## src/rtl/ros_pkg.sv

```systemverilog
// ----------------------------------------------------------------------------
// ros_pkg
// shared constants, request codes and types of the roulette operator selector
// ----------------------------------------------------------------------------
package ros_pkg;

	localparam int NUM_ENTRIES = 16;
	localparam int IDX_W       = $clog2(NUM_ENTRIES);
	localparam int CNT_W       = $clog2(NUM_ENTRIES + 1);
	localparam int W_W         = 17;
	localparam int FRAC_W      = 16;
	localparam int EIU_W       = 5;
	localparam int TOT_W       = IDX_W + W_W;
	localparam int PROD_W      = 2 * W_W;
	localparam int CFG_IDX_W   = 1;

	localparam logic [W_W-1:0]   ONE_Q16       = W_W'(65536);
	localparam logic [EIU_W-1:0] EIU_RESET     = EIU_W'(16);
	localparam logic [W_W-1:0]   INERTIA_RESET = W_W'(32768);

	// request codes
	localparam logic [1:0] REQ_SELECT = 2'd0;
	localparam logic [1:0] REQ_UPDATE = 2'd1;
	localparam logic [1:0] REQ_WRITE  = 2'd2;

	// configuration register indexes
	localparam logic [CFG_IDX_W-1:0] CFG_ENTRIES = 1'b0;
	localparam logic [CFG_IDX_W-1:0] CFG_INERTIA = 1'b1;

	typedef struct packed {
		logic [W_W-1:0] w;
		logic           m;
	} entry_t;

	typedef struct packed {
		logic             clear;
		logic             sum_en;
		logic             walk_en;
		logic             uniform;
		logic [IDX_W-1:0] step;
		logic [IDX_W-1:0] pick;
		logic [CNT_W-1:0] n;
		logic [TOT_W-1:0] pos;
	} head_ctrl_t;

	typedef struct packed {
		logic [TOT_W-1:0] acc_nxt;
		logic [IDX_W-1:0] chosen;
		logic [W_W-1:0]   wout;
	} head_stat_t;

endpackage

```

## src/rtl/ros_req_if.sv

```systemverilog
// ----------------------------------------------------------------------------
// ros_req_if
// request channel: valid/ready handshake with one request per transaction
// ----------------------------------------------------------------------------
interface ros_req_if;
	import ros_pkg::*;

	logic                  valid;
	logic                  ready;
	logic [1:0]            req_type;
	logic [IDX_W-1:0]      entry_index;
	logic [W_W-1:0]        write_weight;
	logic                  write_selectable;
	logic [FRAC_W-1:0]     random_fraction;
	logic                  good_seen;
	logic                  normal_seen;
	logic                  bad_seen;

	modport source (
		output valid, req_type, entry_index, write_weight, write_selectable,
		       random_fraction, good_seen, normal_seen, bad_seen,
		input  ready
	);

	modport sink (
		input  valid, req_type, entry_index, write_weight, write_selectable,
		       random_fraction, good_seen, normal_seen, bad_seen,
		output ready
	);
endinterface

```

## src/rtl/ros_rsp_if.sv

```systemverilog
// ----------------------------------------------------------------------------
// ros_rsp_if
// response channel: valid/ready handshake with one result per transaction
// ----------------------------------------------------------------------------
interface ros_rsp_if;
	import ros_pkg::*;

	logic             valid;
	logic             ready;
	logic [IDX_W-1:0] chosen_index;
	logic             used_uniform;
	logic [W_W-1:0]   weight_out;
	logic             index_error;

	modport source (
		output valid, chosen_index, used_uniform, weight_out, index_error,
		input  ready
	);

	modport sink (
		input  valid, chosen_index, used_uniform, weight_out, index_error,
		output ready
	);
endinterface

```

## src/rtl/roulette_operator_selector_core.sv

```systemverilog
// ----------------------------------------------------------------------------
// roulette_operator_selector_core
// select: a summing walk of the chain after entries_in_use was written, then fraction
//   scaling, a 16-step walk of the chain and the output load
// update: read, inertia product, blend and write back; write: read and write back;
//   bad index or unknown request: straight to the output load; one request at a time
// the next request is taken the cycle after a result is loaded; the walk sets the rate
// reset: weights zero, all marks selectable, registers at reset values, no sweep
// ----------------------------------------------------------------------------
module roulette_operator_selector_core (
	input  logic                            clk,
	input  logic                            arst_n,
	input  logic                            cfg_we,
	input  logic [ros_pkg::CFG_IDX_W-1:0]   cfg_index,
	input  logic [ros_pkg::W_W-1:0]         cfg_wdata,
	ros_req_if.sink                         req,
	ros_rsp_if.source                       rsp
);
	import ros_pkg::*;

	// sequencer states
	localparam int         ST_W     = 3;
	localparam logic [2:0] ST_IDLE  = 3'd0;
	localparam logic [2:0] ST_SUM   = 3'd1;  // walk the chain to rebuild the total
	localparam logic [2:0] ST_MUL   = 3'd2;  // scale the random fraction
	localparam logic [2:0] ST_WALK  = 3'd3;  // walk the chain, running sum picks
	localparam logic [2:0] ST_UPD1  = 3'd4;  // read the addressed entry
	localparam logic [2:0] ST_UPD2  = 3'd5;  // inertia product
	localparam logic [2:0] ST_UPD3  = 3'd6;  // blend and write back
	localparam logic [2:0] ST_DONE  = 3'd7;  // hand result to output register

	localparam logic [IDX_W-1:0] LAST_STEP = IDX_W'(NUM_ENTRIES - 1);

	logic [ST_W-1:0]      state_q;
	logic [IDX_W-1:0]     k_q;

	// configuration
	logic [EIU_W-1:0]     eiu_q;
	logic [W_W-1:0]       inertia_q;
	logic [CNT_W-1:0]     n_eff;
	logic [W_W-1:0]       g_eff;

	// kept total of selectable weights among the active entries
	logic [TOT_W-1:0]     total_q;
	logic                 total_ok_q;

	// latched request
	logic [1:0]           type_q;
	logic [IDX_W-1:0]     idx_q;
	logic [W_W-1:0]       wval_q;
	logic                 wsel_q;
	logic [FRAC_W-1:0]    frac_q;
	logic                 good_q;
	logic                 normal_q;
	logic                 bad_q;
	logic                 err_q;

	// select working registers
	logic [TOT_W-1:0]     pos_q;
	logic [IDX_W-1:0]     pick_q;
	logic                 uniform_q;

	// update working registers
	entry_t               rd_q;
	logic [PROD_W-1:0]    prod_q;
	logic [W_W-1:0]       res_w_q;

	// output register
	logic                 out_valid_q;
	logic [IDX_W-1:0]     out_chosen_q;
	logic                 out_uniform_q;
	logic [W_W-1:0]       out_w_q;
	logic                 out_err_q;

	logic                 accept;
	logic                 acc_err;
	logic                 out_load;
	logic [W_W-1:0]       wval_sat;
	logic [FRAC_W+CNT_W-1:0] pick_prod;
	logic [FRAC_W+TOT_W-1:0] pos_prod;
	logic [W_W:0]         prod_hi;
	logic [W_W:0]         blend;
	entry_t               new_entry;

	// cell chain
	entry_t               cell_cur [NUM_ENTRIES];
	logic [NUM_ENTRIES-1:0] cell_load;
	logic                 chain_shift;
	head_ctrl_t           hctrl;
	head_stat_t           hstat;

	// ------------------------------------------------------------------------
	// effective configuration values
	// ------------------------------------------------------------------------
	always_comb begin
		if (eiu_q == '0) begin
			n_eff = CNT_W'(1);
		end else if (32'(eiu_q) > 32'(NUM_ENTRIES)) begin
			n_eff = CNT_W'(NUM_ENTRIES);
		end else begin
			n_eff = CNT_W'(eiu_q);
		end
		g_eff = (inertia_q > ONE_Q16) ? ONE_Q16 : inertia_q;
	end

	// ------------------------------------------------------------------------
	// request side
	// ------------------------------------------------------------------------
	assign req.ready = (state_q == ST_IDLE);
	assign accept    = req.valid && req.ready;
	assign acc_err   = ((req.req_type == REQ_UPDATE) || (req.req_type == REQ_WRITE)) &&
	                   (CNT_W'(req.entry_index) >= n_eff);
	assign wval_sat  = (req.write_weight > ONE_Q16) ? ONE_Q16 : req.write_weight;

	// ------------------------------------------------------------------------
	// scaled fraction: uniform pick and wheel position
	// ------------------------------------------------------------------------
	assign pick_prod = (FRAC_W+CNT_W)'(frac_q) * (FRAC_W+CNT_W)'(n_eff);
	assign pos_prod  = (FRAC_W+TOT_W)'(frac_q) * (FRAC_W+TOT_W)'(total_q);

	// ------------------------------------------------------------------------
	// blend toward aim: aim of one is (g*w)>>16 + (1-g) exactly, aim of zero
	// is (g*w)>>16, aim equal to w leaves w unchanged
	// ------------------------------------------------------------------------
	always_comb begin
		prod_hi = prod_q[PROD_W-1:FRAC_W];
		if (good_q) begin
			blend = prod_hi + (W_W+1)'(ONE_Q16 - g_eff);
		end else if (normal_q) begin
			blend = (W_W+1)'(rd_q.w);
		end else if (bad_q) begin
			blend = prod_hi;
		end else begin
			blend = (W_W+1)'(rd_q.w);
		end
		if (type_q == REQ_WRITE) begin
			new_entry.w = wval_q;
			new_entry.m = wsel_q;
		end else begin
			new_entry.w = (blend > (W_W+1)'(ONE_Q16)) ? ONE_Q16 : blend[W_W-1:0];
			new_entry.m = rd_q.m;
		end
	end

	// ------------------------------------------------------------------------
	// cell chain: rotates one place toward the head in each walk cycle, so
	// entry k sits at the head on walk step k and all return home after a walk
	// ------------------------------------------------------------------------
	assign chain_shift = (state_q == ST_SUM) || (state_q == ST_WALK);

	for (genvar j = 0; j < NUM_ENTRIES; j++) begin : g_cell
		assign cell_load[j] = (state_q == ST_UPD3) && (idx_q == IDX_W'(j));

		ros_cell u_cell (
			.clk    (clk),
			.arst_n (arst_n),
			.shift  (chain_shift),
			.load   (cell_load[j]),
			.nxt    (cell_cur[(j + 1) % NUM_ENTRIES]),
			.ld     (new_entry),
			.cur    (cell_cur[j])
		);
	end

	always_comb begin
		hctrl.clear   = (state_q == ST_IDLE) || (state_q == ST_MUL);
		hctrl.sum_en  = (state_q == ST_SUM);
		hctrl.walk_en = (state_q == ST_WALK);
		hctrl.uniform = uniform_q;
		hctrl.step    = k_q;
		hctrl.pick    = pick_q;
		hctrl.n       = n_eff;
		hctrl.pos     = pos_q;
	end

	ros_head u_head (
		.clk    (clk),
		.arst_n (arst_n),
		.ctrl   (hctrl),
		.head   (cell_cur[0]),
		.stat   (hstat)
	);

	// ------------------------------------------------------------------------
	// sequencer, kept total and configuration registers
	// ------------------------------------------------------------------------
	assign out_load = (state_q == ST_DONE) && (!out_valid_q || rsp.ready);

	always_ff @(posedge clk or negedge arst_n) begin
		if (!arst_n) begin
			state_q    <= ST_IDLE;
			k_q        <= '0;
			total_q    <= '0;
			total_ok_q <= 1'b1;
			eiu_q      <= EIU_RESET;
			inertia_q  <= INERTIA_RESET;
		end else begin
			unique case (state_q)
				ST_IDLE: begin
					k_q <= '0;
					if (accept) begin
						if (req.req_type == REQ_SELECT) begin
							state_q <= total_ok_q ? ST_MUL : ST_SUM;
						end else if (((req.req_type == REQ_UPDATE) ||
						              (req.req_type == REQ_WRITE)) && !acc_err) begin
							state_q <= ST_UPD1;
						end else begin
							state_q <= ST_DONE;
						end
					end
				end
				ST_SUM: begin
					k_q <= k_q + 1'b1;
					if (k_q == LAST_STEP) begin
						total_q    <= hstat.acc_nxt;
						total_ok_q <= 1'b1;
						k_q        <= '0;
						state_q    <= ST_MUL;
					end
				end
				ST_MUL: begin
					k_q     <= '0;
					state_q <= ST_WALK;
				end
				ST_WALK: begin
					k_q <= k_q + 1'b1;
					if (k_q == LAST_STEP) begin
						k_q     <= '0;
						state_q <= ST_DONE;
					end
				end
				ST_UPD1: begin
					state_q <= (type_q == REQ_UPDATE) ? ST_UPD2 : ST_UPD3;
				end
				ST_UPD2: begin
					state_q <= ST_UPD3;
				end
				ST_UPD3: begin
					// swap the old contribution for the new one
					total_q <= total_q - (rd_q.m ? TOT_W'(rd_q.w) : '0)
					                   + (new_entry.m ? TOT_W'(new_entry.w) : '0);
					state_q <= ST_DONE;
				end
				ST_DONE: begin
					if (out_load) begin
						state_q <= ST_IDLE;
					end
				end
				default: begin
					state_q <= ST_IDLE;
				end
			endcase

			// configuration writes are to arrive only while idle; the block does not enforce this
			if (cfg_we) begin
				unique case (cfg_index)
					CFG_ENTRIES: begin
						eiu_q      <= cfg_wdata[EIU_W-1:0];
						total_ok_q <= 1'b0;
					end
					CFG_INERTIA: begin
						inertia_q <= cfg_wdata;
					end
					default: begin
						inertia_q <= inertia_q;
					end
				endcase
			end
		end
	end

	// ------------------------------------------------------------------------
	// request and working payload registers
	// ------------------------------------------------------------------------
	always_ff @(posedge clk) begin
		if (accept) begin
			type_q   <= req.req_type;
			idx_q    <= req.entry_index;
			wval_q   <= wval_sat;
			wsel_q   <= req.write_selectable;
			frac_q   <= req.random_fraction;
			good_q   <= req.good_seen;
			normal_q <= req.normal_seen;
			bad_q    <= req.bad_seen;
			err_q    <= acc_err;
		end
		if (state_q == ST_MUL) begin
			pos_q     <= pos_prod[FRAC_W +: TOT_W];
			pick_q    <= pick_prod[FRAC_W +: IDX_W];
			uniform_q <= (total_q == '0);
		end
		if (state_q == ST_UPD1) begin
			rd_q <= cell_cur[idx_q];
		end
		if (state_q == ST_UPD2) begin
			prod_q <= PROD_W'(g_eff) * PROD_W'(rd_q.w);
		end
		if (state_q == ST_UPD3) begin
			res_w_q <= new_entry.w;
		end
	end

	// ------------------------------------------------------------------------
	// output register: holds a finished result while the next request is taken
	// ------------------------------------------------------------------------
	always_ff @(posedge clk or negedge arst_n) begin
		if (!arst_n) begin
			out_valid_q <= 1'b0;
		end else if (out_load) begin
			out_valid_q <= 1'b1;
		end else if (rsp.ready) begin
			out_valid_q <= 1'b0;
		end
	end

	always_ff @(posedge clk) begin
		if (out_load) begin
			if (type_q == REQ_SELECT) begin
				out_chosen_q  <= hstat.chosen;
				out_uniform_q <= uniform_q;
				out_w_q       <= hstat.wout;
				out_err_q     <= 1'b0;
			end else if (((type_q == REQ_UPDATE) || (type_q == REQ_WRITE)) && !err_q) begin
				out_chosen_q  <= idx_q;
				out_uniform_q <= 1'b0;
				out_w_q       <= res_w_q;
				out_err_q     <= 1'b0;
			end else begin
				// bad index or unknown request: nothing changed, index echoed
				out_chosen_q  <= idx_q;
				out_uniform_q <= 1'b0;
				out_w_q       <= '0;
				out_err_q     <= err_q;
			end
		end
	end

	assign rsp.valid        = out_valid_q;
	assign rsp.chosen_index = out_chosen_q;
	assign rsp.used_uniform = out_uniform_q;
	assign rsp.weight_out   = out_w_q;
	assign rsp.index_error  = out_err_q;
endmodule

```

## src/rtl/ros_cell.sv

```systemverilog
// ----------------------------------------------------------------------------
// ros_cell
// one table entry: weight and selectable mark, rotates to its neighbor on shift
// ----------------------------------------------------------------------------
module ros_cell (
	input  logic            clk,
	input  logic            arst_n,
	input  logic            shift,
	input  logic            load,
	input  ros_pkg::entry_t nxt,
	input  ros_pkg::entry_t ld,
	output ros_pkg::entry_t cur
);
	import ros_pkg::*;

	entry_t cur_q;

	always_ff @(posedge clk or negedge arst_n) begin
		if (!arst_n) begin
			cur_q.w <= '0;
			cur_q.m <= 1'b1;
		end else if (load) begin
			cur_q <= ld;
		end else if (shift) begin
			cur_q <= nxt;
		end
	end

	assign cur = cur_q;
endmodule

```

## src/rtl/ros_head.sv

```systemverilog
// ----------------------------------------------------------------------------
// ros_head
// sits at the head of the cell chain: running sum and pick of the walked entry
// ----------------------------------------------------------------------------
module ros_head (
	input  logic                clk,
	input  logic                arst_n,
	input  ros_pkg::head_ctrl_t ctrl,
	input  ros_pkg::entry_t     head,
	output ros_pkg::head_stat_t stat
);
	import ros_pkg::*;

	logic [TOT_W-1:0] acc_q;
	logic [TOT_W-1:0] acc_nxt;
	logic             found_q;
	logic [IDX_W-1:0] chosen_q;
	logic [W_W-1:0]   wout_q;
	logic             part;
	logic             hit;

	always_comb begin
		// entry takes part when inside the active range and selectable
		part    = (CNT_W'(ctrl.step) < ctrl.n) && head.m;
		acc_nxt = acc_q + (part ? TOT_W'(head.w) : '0);
		if (ctrl.uniform) begin
			hit = (ctrl.step == ctrl.pick);
		end else begin
			hit = part && (acc_nxt >= ctrl.pos);
		end
	end

	always_ff @(posedge clk or negedge arst_n) begin
		if (!arst_n) begin
			acc_q    <= '0;
			found_q  <= 1'b0;
			chosen_q <= '0;
			wout_q   <= '0;
		end else if (ctrl.clear) begin
			acc_q    <= '0;
			found_q  <= 1'b0;
			chosen_q <= '0;
			wout_q   <= '0;
		end else if (ctrl.sum_en) begin
			acc_q <= acc_nxt;
		end else if (ctrl.walk_en) begin
			acc_q <= acc_nxt;
			if (hit && !found_q) begin
				found_q  <= 1'b1;
				chosen_q <= ctrl.step;
				wout_q   <= head.w;
			end
		end
	end

	assign stat.acc_nxt = acc_nxt;
	assign stat.chosen  = chosen_q;
	assign stat.wout    = wout_q;
endmodule

```

## src/flat_wrapper.sv

```systemverilog
// flat-port wrapper written by rule: the top's interface ports become plain ports
module roulette_operator_selector_core_flat import ros_pkg::*;
  (clk, arst_n, cfg_we, cfg_index, cfg_wdata, req_valid, req_req_type, req_entry_index, req_write_weight, req_write_selectable, req_random_fraction, req_good_seen, req_normal_seen, req_bad_seen, req_ready, rsp_valid, rsp_chosen_index, rsp_used_uniform, rsp_weight_out, rsp_index_error, rsp_ready);
  ros_req_if req_i ();
  ros_rsp_if rsp_i ();
  input  logic clk;
  input  logic arst_n;
  input  logic cfg_we;
  input  logic [ros_pkg::CFG_IDX_W-1:0] cfg_index;
  input  logic [ros_pkg::W_W-1:0] cfg_wdata;
  input wire logic [$bits(req_i.valid)-1:0] req_valid;
  input wire logic [$bits(req_i.req_type)-1:0] req_req_type;
  input wire logic [$bits(req_i.entry_index)-1:0] req_entry_index;
  input wire logic [$bits(req_i.write_weight)-1:0] req_write_weight;
  input wire logic [$bits(req_i.write_selectable)-1:0] req_write_selectable;
  input wire logic [$bits(req_i.random_fraction)-1:0] req_random_fraction;
  input wire logic [$bits(req_i.good_seen)-1:0] req_good_seen;
  input wire logic [$bits(req_i.normal_seen)-1:0] req_normal_seen;
  input wire logic [$bits(req_i.bad_seen)-1:0] req_bad_seen;
  output wire logic [$bits(req_i.ready)-1:0] req_ready;
  output wire logic [$bits(rsp_i.valid)-1:0] rsp_valid;
  output wire logic [$bits(rsp_i.chosen_index)-1:0] rsp_chosen_index;
  output wire logic [$bits(rsp_i.used_uniform)-1:0] rsp_used_uniform;
  output wire logic [$bits(rsp_i.weight_out)-1:0] rsp_weight_out;
  output wire logic [$bits(rsp_i.index_error)-1:0] rsp_index_error;
  input wire logic [$bits(rsp_i.ready)-1:0] rsp_ready;
  assign req_i.valid = req_valid;
  assign req_i.req_type = req_req_type;
  assign req_i.entry_index = req_entry_index;
  assign req_i.write_weight = req_write_weight;
  assign req_i.write_selectable = req_write_selectable;
  assign req_i.random_fraction = req_random_fraction;
  assign req_i.good_seen = req_good_seen;
  assign req_i.normal_seen = req_normal_seen;
  assign req_i.bad_seen = req_bad_seen;
  assign req_ready = req_i.ready;
  assign rsp_valid = rsp_i.valid;
  assign rsp_chosen_index = rsp_i.chosen_index;
  assign rsp_used_uniform = rsp_i.used_uniform;
  assign rsp_weight_out = rsp_i.weight_out;
  assign rsp_index_error = rsp_i.index_error;
  assign rsp_i.ready = rsp_ready;
  roulette_operator_selector_core u_core (.clk(clk), .arst_n(arst_n), .cfg_we(cfg_we), .cfg_index(cfg_index), .cfg_wdata(cfg_wdata), .req(req_i), .rsp(rsp_i));
endmodule
```

## config.mk

```make
export PLATFORM = sky130hd
export DESIGN_NAME = roulette_operator_selector_core_flat
export DESIGN_NICKNAME = d
export VERILOG_FILES = /design/src/rtl/ros_pkg.sv /design/src/rtl/ros_req_if.sv /design/src/rtl/ros_rsp_if.sv /design/src/rtl/roulette_operator_selector_core.sv /design/src/rtl/ros_cell.sv /design/src/rtl/ros_head.sv /design/src/flat_wrapper.sv
export SDC_FILE = /design/constraint.sdc
export NUM_CORES = 2
export LEC_CHECK = 0
export BUFFER_PORTS_ARGS = -buffer_cell sky130_fd_sc_hd__buf_2
export CORE_MARGIN = 2
export CORE_UTILIZATION = 50
export DETAILED_ROUTE_END_ITERATION = 10
export PLACE_DENSITY = 0.68
export REMOVE_ABC_BUFFERS = 1
export SLEW_MARGIN = 20
export SYNTH_ARGS = -nofsm -noshare
export SYNTH_HDL_FRONTEND = slang
export SYNTH_SLANG_ARGS = --single-unit
```

## constraint.sdc

```tcl
create_clock -name clk -period 7.9 [get_ports clk]
set_input_delay 0.395 -clock clk [delete_from_list [all_inputs] [get_ports clk]]
set_output_delay 0.395 -clock clk [all_outputs]
set_load 0.02 [all_outputs]
```

-- Word-level counts from Yosys, hierarchy flattened
Index checks and enable logic that the tools add are counted.
- $add $sub $neg: 6
- multipliers: 3
- $lt $le $gt $ge: 8
- equality and inequality tests: 33
- mux-type cells: 84
- bitwise gates (word level): 2
- reductions and logical operators: 69
- operators by type and width (operator ; count):
    $mux W18 ; 38
    $mux W17 ; 11
    $mux W21 ; 4
    $bmux W18 S4 ; 1
    $pmux W21 S2 ; 1
    $reduce_bool A2 Y1 ; 21
    $mul A16 B21 Y37 ; 1
    $eq A4 B4 Y1 const B ; 9
    $gt A17 B17 Y1 const B ; 2
    $mul A17 B17 Y34 ; 1
    $logic_and A1 B1 Y1 ; 24
    $mux W4 ; 6
    $pmux W3 S8 ; 1
    $add A21 B17 Y21 ; 1
    $add A21 B21 Y21 ; 1
    $ge A21 B21 Y1 ; 1
    $logic_not A21 Y1 ; 1
    $sub A21 B21 Y21 ; 1
    $mul A16 B5 Y20 ; 1
    $add A18 B18 Y18 ; 1
    $gt A18 B17 Y1 const B ; 1
    $sub A17 B17 Y18 const A ; 1
    $eq A4 B3 Y1 const B ; 4
    $mux W3 ; 5
    other kinds (32) ; 67
- flip-flop bits (word level): 545
- input port bits: 66
- output and inout bits: 25
- logic and storage cells: 268

-- Depth between registers and ports, before layout
- word-level depth: 15
- gate-level depth with buffers: 33
- mapped depth without buffers: 28

-- Hierarchy
Synthesis repeated with hierarchy kept, for this count alone.
- cell total of the unflattened synthesis: 5187
- area total of the unflattened synthesis: 51181.6 um^2
- modules (own cells, without submodules) (module ; times used ; cells each ; area each (um^2) ; seq. area each (um^2)):
    roulette_operator_selector_core ; 1 ; 3545 ; 34311.7 ; 5689.2
    ros_cell ; 16 ; 78 ; 840.8 ; 451.7
    ros_head ; 1 ; 394 ; 3417.0 ; 1076.0

-- Worst setup path after synthesis
OpenSTA, ideal clock, no wires.
- path kind: register to register
- start point: register u_core.inertia_q[6]
- end point: register u_core.total_q[20]
- library setup time: 0.091 ns
- arrival: 7.679 ns
- required time: 7.809 ns
- path slack: 0.130 ns
- stages on the path, launching flop included: 33
- path buffers: 4
- clock period less this slack: 7.770 ns
- cell sequence: dfrtp_1 > nor4_1 > nand4_1 > nand2_1 > and2_1 > clkbuf_1 > clkbuf_1 > inv_1 > ha_1 > ha_1 > a21o_1 > a21o_1 > or3_4 > o21a_1 > o311a_1 > o211ai_2 > or3b_1 > or4_1 > buf_2 > buf_6 > a211o_1 > fa_1 > inv_1 > fa_1 > a211oi_1 > o21ai_0 > a311o_1 > nand3_1 > a21oi_1 > o31ai_1 > xnor2_1 > or3_1 > o221ai_1
- cells in the longest elaborated chain, start to end: 11
- ends and longest elaborated chain (element ; RTL line ; RTL):
    from (decl) ; roulette_operator_selector_core.sv:39 ; logic [W_W-1:0] inertia_q;
    from (signal assigned) ; roulette_operator_selector_core.sv:262 ; inertia_q <= cfg_wdata;
    from (signal assigned) ; roulette_operator_selector_core.sv:265 ; inertia_q <= inertia_q;
    $gt A17 B17 Y1 ; roulette_operator_selector_core.sv:103 ; g_eff = (inertia_q > ONE_Q16) ? ONE_Q16 : inertia_q;
    $mux W17 * ; roulette_operator_selector_core.sv:103 ;
    $sub A17 B17 Y18 * ; roulette_operator_selector_core.sv:128 ; blend = prod_hi + (W_W+1)'(ONE_Q16 - g_eff);
    $add A18 B18 Y18 * ; roulette_operator_selector_core.sv:128 ;
    $mux W18 * ; roulette_operator_selector_core.sv:127 ; if (good_q) begin
    $gt A18 B17 Y1 ; roulette_operator_selector_core.sv:140 ; new_entry.w = (blend > (W_W+1)'(ONE_Q16)) ? ONE_Q16 : blend[W_W-1:0];
    $mux W17 * ; roulette_operator_selector_core.sv:140 ;
    $mux W18 * ; roulette_operator_selector_core.sv:136 ; if (type_q == REQ_WRITE) begin
    $mux W17 * ; roulette_operator_selector_core.sv:241 ; + (new_entry.m ? TOT_W'(new_entry.w) : '0);
    $add A21 B21 Y21 * ; roulette_operator_selector_core.sv:241 ;
    $pmux W21 S2 * ; roulette_operator_selector_core.sv:198 ; unique case (state_q)
    to (signal assigned) ; roulette_operator_selector_core.sv:215 ; total_q <= hstat.acc_nxt;
    to (signal assigned) ; roulette_operator_selector_core.sv:240 ; total_q <= total_q - (rd_q.m ? TOT_W'(rd_q.w) : '0)
    to (decl) ; roulette_operator_selector_core.sv:44 ; logic [TOT_W-1:0] total_q;
Mark *: on every way between the ends. The rest lies on a longest branch, timed or not.
A chain may end at the register's enable or synchronous reset.

-- Worst setup path after layout
- start point: register u_core.inertia_q[1]
- end point: register u_core.prod_q[22] (data pin)
- cells in the longest elaborated chain, start to end: 3
- ends and longest elaborated chain (element ; RTL line ; RTL):
    $gt A17 B17 Y1 ; roulette_operator_selector_core.sv:103 ;
    $mux W17 * ; roulette_operator_selector_core.sv:103 ;
    $mul A17 B17 Y34 * ; roulette_operator_selector_core.sv:296 ; prod_q <= PROD_W'(g_eff) * PROD_W'(rd_q.w);
    to (signal assigned) ; roulette_operator_selector_core.sv:296 ;
    to (decl) ; roulette_operator_selector_core.sv:65 ; logic [PROD_W-1:0] prod_q;
Marked as above.

==> reports/qor.yml <==
synth_enable_flop_cells: 146
crit_path_max_fanout: 21
starting_density_pct: 50.6
final.setup_skew_ns: 0.0971
routed_via_density: 5.91
detail_route.drc_violations: 0
ioPinCount: 91
final_design_area_no_fill_mm2: 0.0566
overall_track_demand_over_capacity_in_global_routing_pct: 29.5
yosys_cell_types: 80
post_synth_instance_area_mm2: 0.0517
cts-buffers-inserted: 60
hold_path.class: "primary input to flop"
fp.dieW_um: 325
gp_routability_congestion: 0.953
tightest_slew_ns: 1.25
area_growth_pct: 9.49
vias: 42200
grt_peak_use_layer: "met2"
worstPathArrival_ns: 8.09
design.final.nets: 6664
synth_async_sr_flop_share_pct: 72.4
dpl-instance-area_mm2: 0.0539
wire_length_of_the_first_global_routing_pass_mm: 245
globalRouteMet3Util_pct: 5.88
max-slew-margin-rel_pct: 16.3
synth_seq_cells: 529
first_global_vias: 42200
dp_slack_ns: -0.0397
worstSetupStartpointType: "flop"
dr.pass1.iters: 7
fp.dieArea_mm2: 0.106
grt_antenna_before_repair: 8
die_height_um: 325
number_of_placement_rows: 117
clk_pin_slew_worst_paths_ns: 0.07
worst-endpoint-required_ns: 8.31
place.detailed.hpwl_mm: 110
synthesis.instances: 5710
clockRootBuffer: "sky130_fd_sc_hd__clkbuf_16"
clock_insertion_delay_worst_skew_ns: 0.72
clock_tree_from_tritoncts: "yes"
seq_area_frac_synth_pct: 27.1
use_met2_pct: 46.7
post_route_core_utilization_pct: 55.4
fin_ws_ns: 0.229
timing.max_cap.violations: 0
wire_per_inst_um: 21.7
grt_max_degree: 172
synth-main-ff-cell: "sky130_fd_sc_hd__dfrtp_1"
final-setup-viol-count: 0
drt_iter0_drc: 4595
max_freq_ghz: 0.130
worstSetupEndpointType: "flop"
finalHoldViolations: 0
critPathKind: "flop to flop"
synth.avg_cell_area_um2: 9.05
drive_gt1_share_pct: 10.3
h-tree-depth: 2
grt_overflow_total: 0
max_slew_violation_count: 0
ys_warn_count: 0
coreArea_mm2: 0.102
route.antenna.remaining_nets: 0
place.port_buffers: 90
holdWs_ns: 0.0303
cts_buffer_depth: 3
final_period_minus_worst_setup_slack_ns: 7.67
status: "completed"
postRouteWirelength_mm: 155
final_min_period_over_clock_period_pct: 97.1
use_met1_pct: 40.6
clock_sink_count: 529
==> cells in the final DEF, fill, tap and decap left out, types with 90 or more instances in the layout <==
cell                       instances
sky130_fd_sc_hd__nand2_1        1238
sky130_fd_sc_hd__inv_1           704
sky130_fd_sc_hd__fa_1            544
sky130_fd_sc_hd__dfrtp_1         364
sky130_fd_sc_hd__ha_1            343
sky130_fd_sc_hd__a21oi_1         292
sky130_fd_sc_hd__and2_1          234
sky130_fd_sc_hd__buf_4           196
sky130_fd_sc_hd__o21ai_0         147
sky130_fd_sc_hd__edfxtp_1        146
sky130_fd_sc_hd__and3_1          141
sky130_fd_sc_hd__nor3_1          117
sky130_fd_sc_hd__nor2_1          116
sky130_fd_sc_hd__nand3_1         108
sky130_fd_sc_hd__o31ai_1          92
sky130_fd_sc_hd__mux4_2           90
==> timing repair <==
| item | in CTS | in global routing |
|---|---|---|
| buffers inserted | 0 | 2 |
| endpoints found under the setup margin | 5 | 14 |
| endpoints found under the hold margin | 153 | 0 |
| resized for setup | 1 | 19 |
| hold buffers | 53 | 0 |
| pin swaps | 0 | 5 |
==> metal layers <==
layer  share of wire [%]  routed length, µm
met5               0.032                 49
met4                 3.4               5310
met3                 9.6              14900
met2                  46              70900
met1                  41              63600
==> metrics by stage <==
step / TNS [ns] / std cells
after global routing: -0.393 / 7129
final: 0 / 7132
after floorplan: -1153.55 / 5307
after CTS: 0 / 7127
after detailed placement: -0.138 / 6962
after global placement: 0 / 6962
==> worst max-delay path, cell delays in order (launching register included) <==
cell and delay [ns]:
sky130_fd_sc_hd__dfrtp_1 0.40, sky130_fd_sc_hd__nor4_2 0.32, sky130_fd_sc_hd__nand4_1 0.19, sky130_fd_sc_hd__nand2_4 0.17, sky130_fd_sc_hd__buf_4 0.16, sky130_fd_sc_hd__buf_4 0.22, sky130_fd_sc_hd__and2_1 0.21, sky130_fd_sc_hd__buf_4 0.17
sky130_fd_sc_hd__nand2_1 0.09, sky130_fd_sc_hd__fa_1 0.55, sky130_fd_sc_hd__inv_1 0.05, sky130_fd_sc_hd__fa_1 0.52, sky130_fd_sc_hd__inv_1 0.05, sky130_fd_sc_hd__fa_1 0.48, sky130_fd_sc_hd__fa_1 0.51, sky130_fd_sc_hd__fa_1 0.49
sky130_fd_sc_hd__inv_1 0.05, sky130_fd_sc_hd__fa_1 0.44, sky130_fd_sc_hd__ha_1 0.35, sky130_fd_sc_hd__nand4_1 0.12, sky130_fd_sc_hd__a21oi_2 0.06, sky130_fd_sc_hd__a221oi_2 0.46, sky130_fd_sc_hd__a21boi_0 0.26, sky130_fd_sc_hd__o21a_1 0.25
sky130_fd_sc_hd__o21a_1 0.20, sky130_fd_sc_hd__or3_1 0.33, sky130_fd_sc_hd__a31oi_1 0.20, sky130_fd_sc_hd__xnor2_1 0.08
==> flip-flops by register name, indices dropped and copies added, names as in the netlist, 5 cells and up <==
register                  flops
u_core.g_cell.u_cell.cur    288
u_core.inertia_q             17
u_core.res_w_q               17
u_core.pos_q                 21
u_core.wval_q                17
u_core.rd_q                  18
u_core.prod_q                18
u_core.u_head.acc_q          21
u_core.u_head.wout_q         17
u_core.eiu_q                  5
u_core.rsp.weight_out        17
u_core.total_q               21
u_core.frac_q                16
==> path summary, 6_finish.rpt <==
kind | slack [ns] | cells past startpoint | to | startpoint
max in group asynchronous | 5.92 | 3 | u_core.g_cell[14].u_cell.cur[7]$_DFFE_PN0P_ | arst_n
setup / recovery | 0.23 | 27 | u_core.prod_q[22]$_DFFE_PP_ | u_core.inertia_q[1]$_DFFE_PN0P_
min in group asynchronous | 0.34 | 2 | u_core.g_cell[9].u_cell.cur[4]$_DFFE_PN0P_ | arst_n
hold / removal | 0.03 | 2 | u_core.wval_q[12]$_SDFFCE_PN0P_ | req_write_weight[12]
hold reg to reg | 0.49 | 2 | u_core.g_cell[8].u_cell.cur[0]$_DFFE_PN1P_ | u_core.g_cell[9].u_cell.cur[0]$_DFFE_PN1P_
setup reg to reg | 0.23 | 27 | u_core.prod_q[22]$_DFFE_PP_ | u_core.inertia_q[1]$_DFFE_PN0P_
==> cell type report <==
type | count | area, µm²
Clock buffer | 79 | 1660
Fill cell | 9168 | 45600
Clock inverter | 33 | 383
Timing Repair Buffer | 342 | 2520
Inverter | 704 | 2640
Antenna cell | 3 | 7.51
Multi-Input combinational cell | 4074 | 33600
Sequential cell | 529 | 14000
Tap cell | 1368 | 1710
==> cells in the mapped netlist, drive strengths merged (12+ instances only) <==
master	n	share of area (%)
nand4	13	0.16
nor2	119	0.86
or3	21	0.26
and2	238	2.9
a21o	38	0.55
dfrtp	364	18
a211oi	20	0.29
nand2	1241	9.0
a31oi	37	0.45
nor2b	49	0.59
o21bai	13	0.19
a22o	66	1.1
or2	20	0.24
fa	544	21
xor2	23	0.39
a22oi	17	0.25
dfstp	19	0.97
o31ai	93	1.4
o21a	23	0.33
and3	141	1.7
nor4	19	0.23
inv	704	5.1
nand3	109	1.1
mux2	28	0.61
nor3	120	1.2
nand2b	15	0.18
clkbuf	357	2.6
buf	46	0.40
mux4	90	3.9
a21oi	293	2.8
a211o	12	0.20
xnor2	59	1.0
edfxtp	146	8.5
o21ai	154	1.5
ha	343	8.3
mux2i	18	0.35
==> kinds of logic (layout without fill, tap and decap cells) <==
kind of cell             Yosys count  in the layout  share of synthesized area (%)
other                              0              3                              0
adder cells (fa/ha/maj)          887            887                           29.4
XOR/XNOR                          82             82                           1.39
AND/OR/NAND/NOR                 2132           2132                           18.8
flip-flops                       529            529                           27.1
AO/OA/AOI/OAI                    837            837                           10.3
buffers and inverters           1107           1158                           8.11
multiplexers                     136            136                           4.88
Power is not shown: default switching activity piles up to over one toggle a cycle in this logic, so the estimate is an artifact.
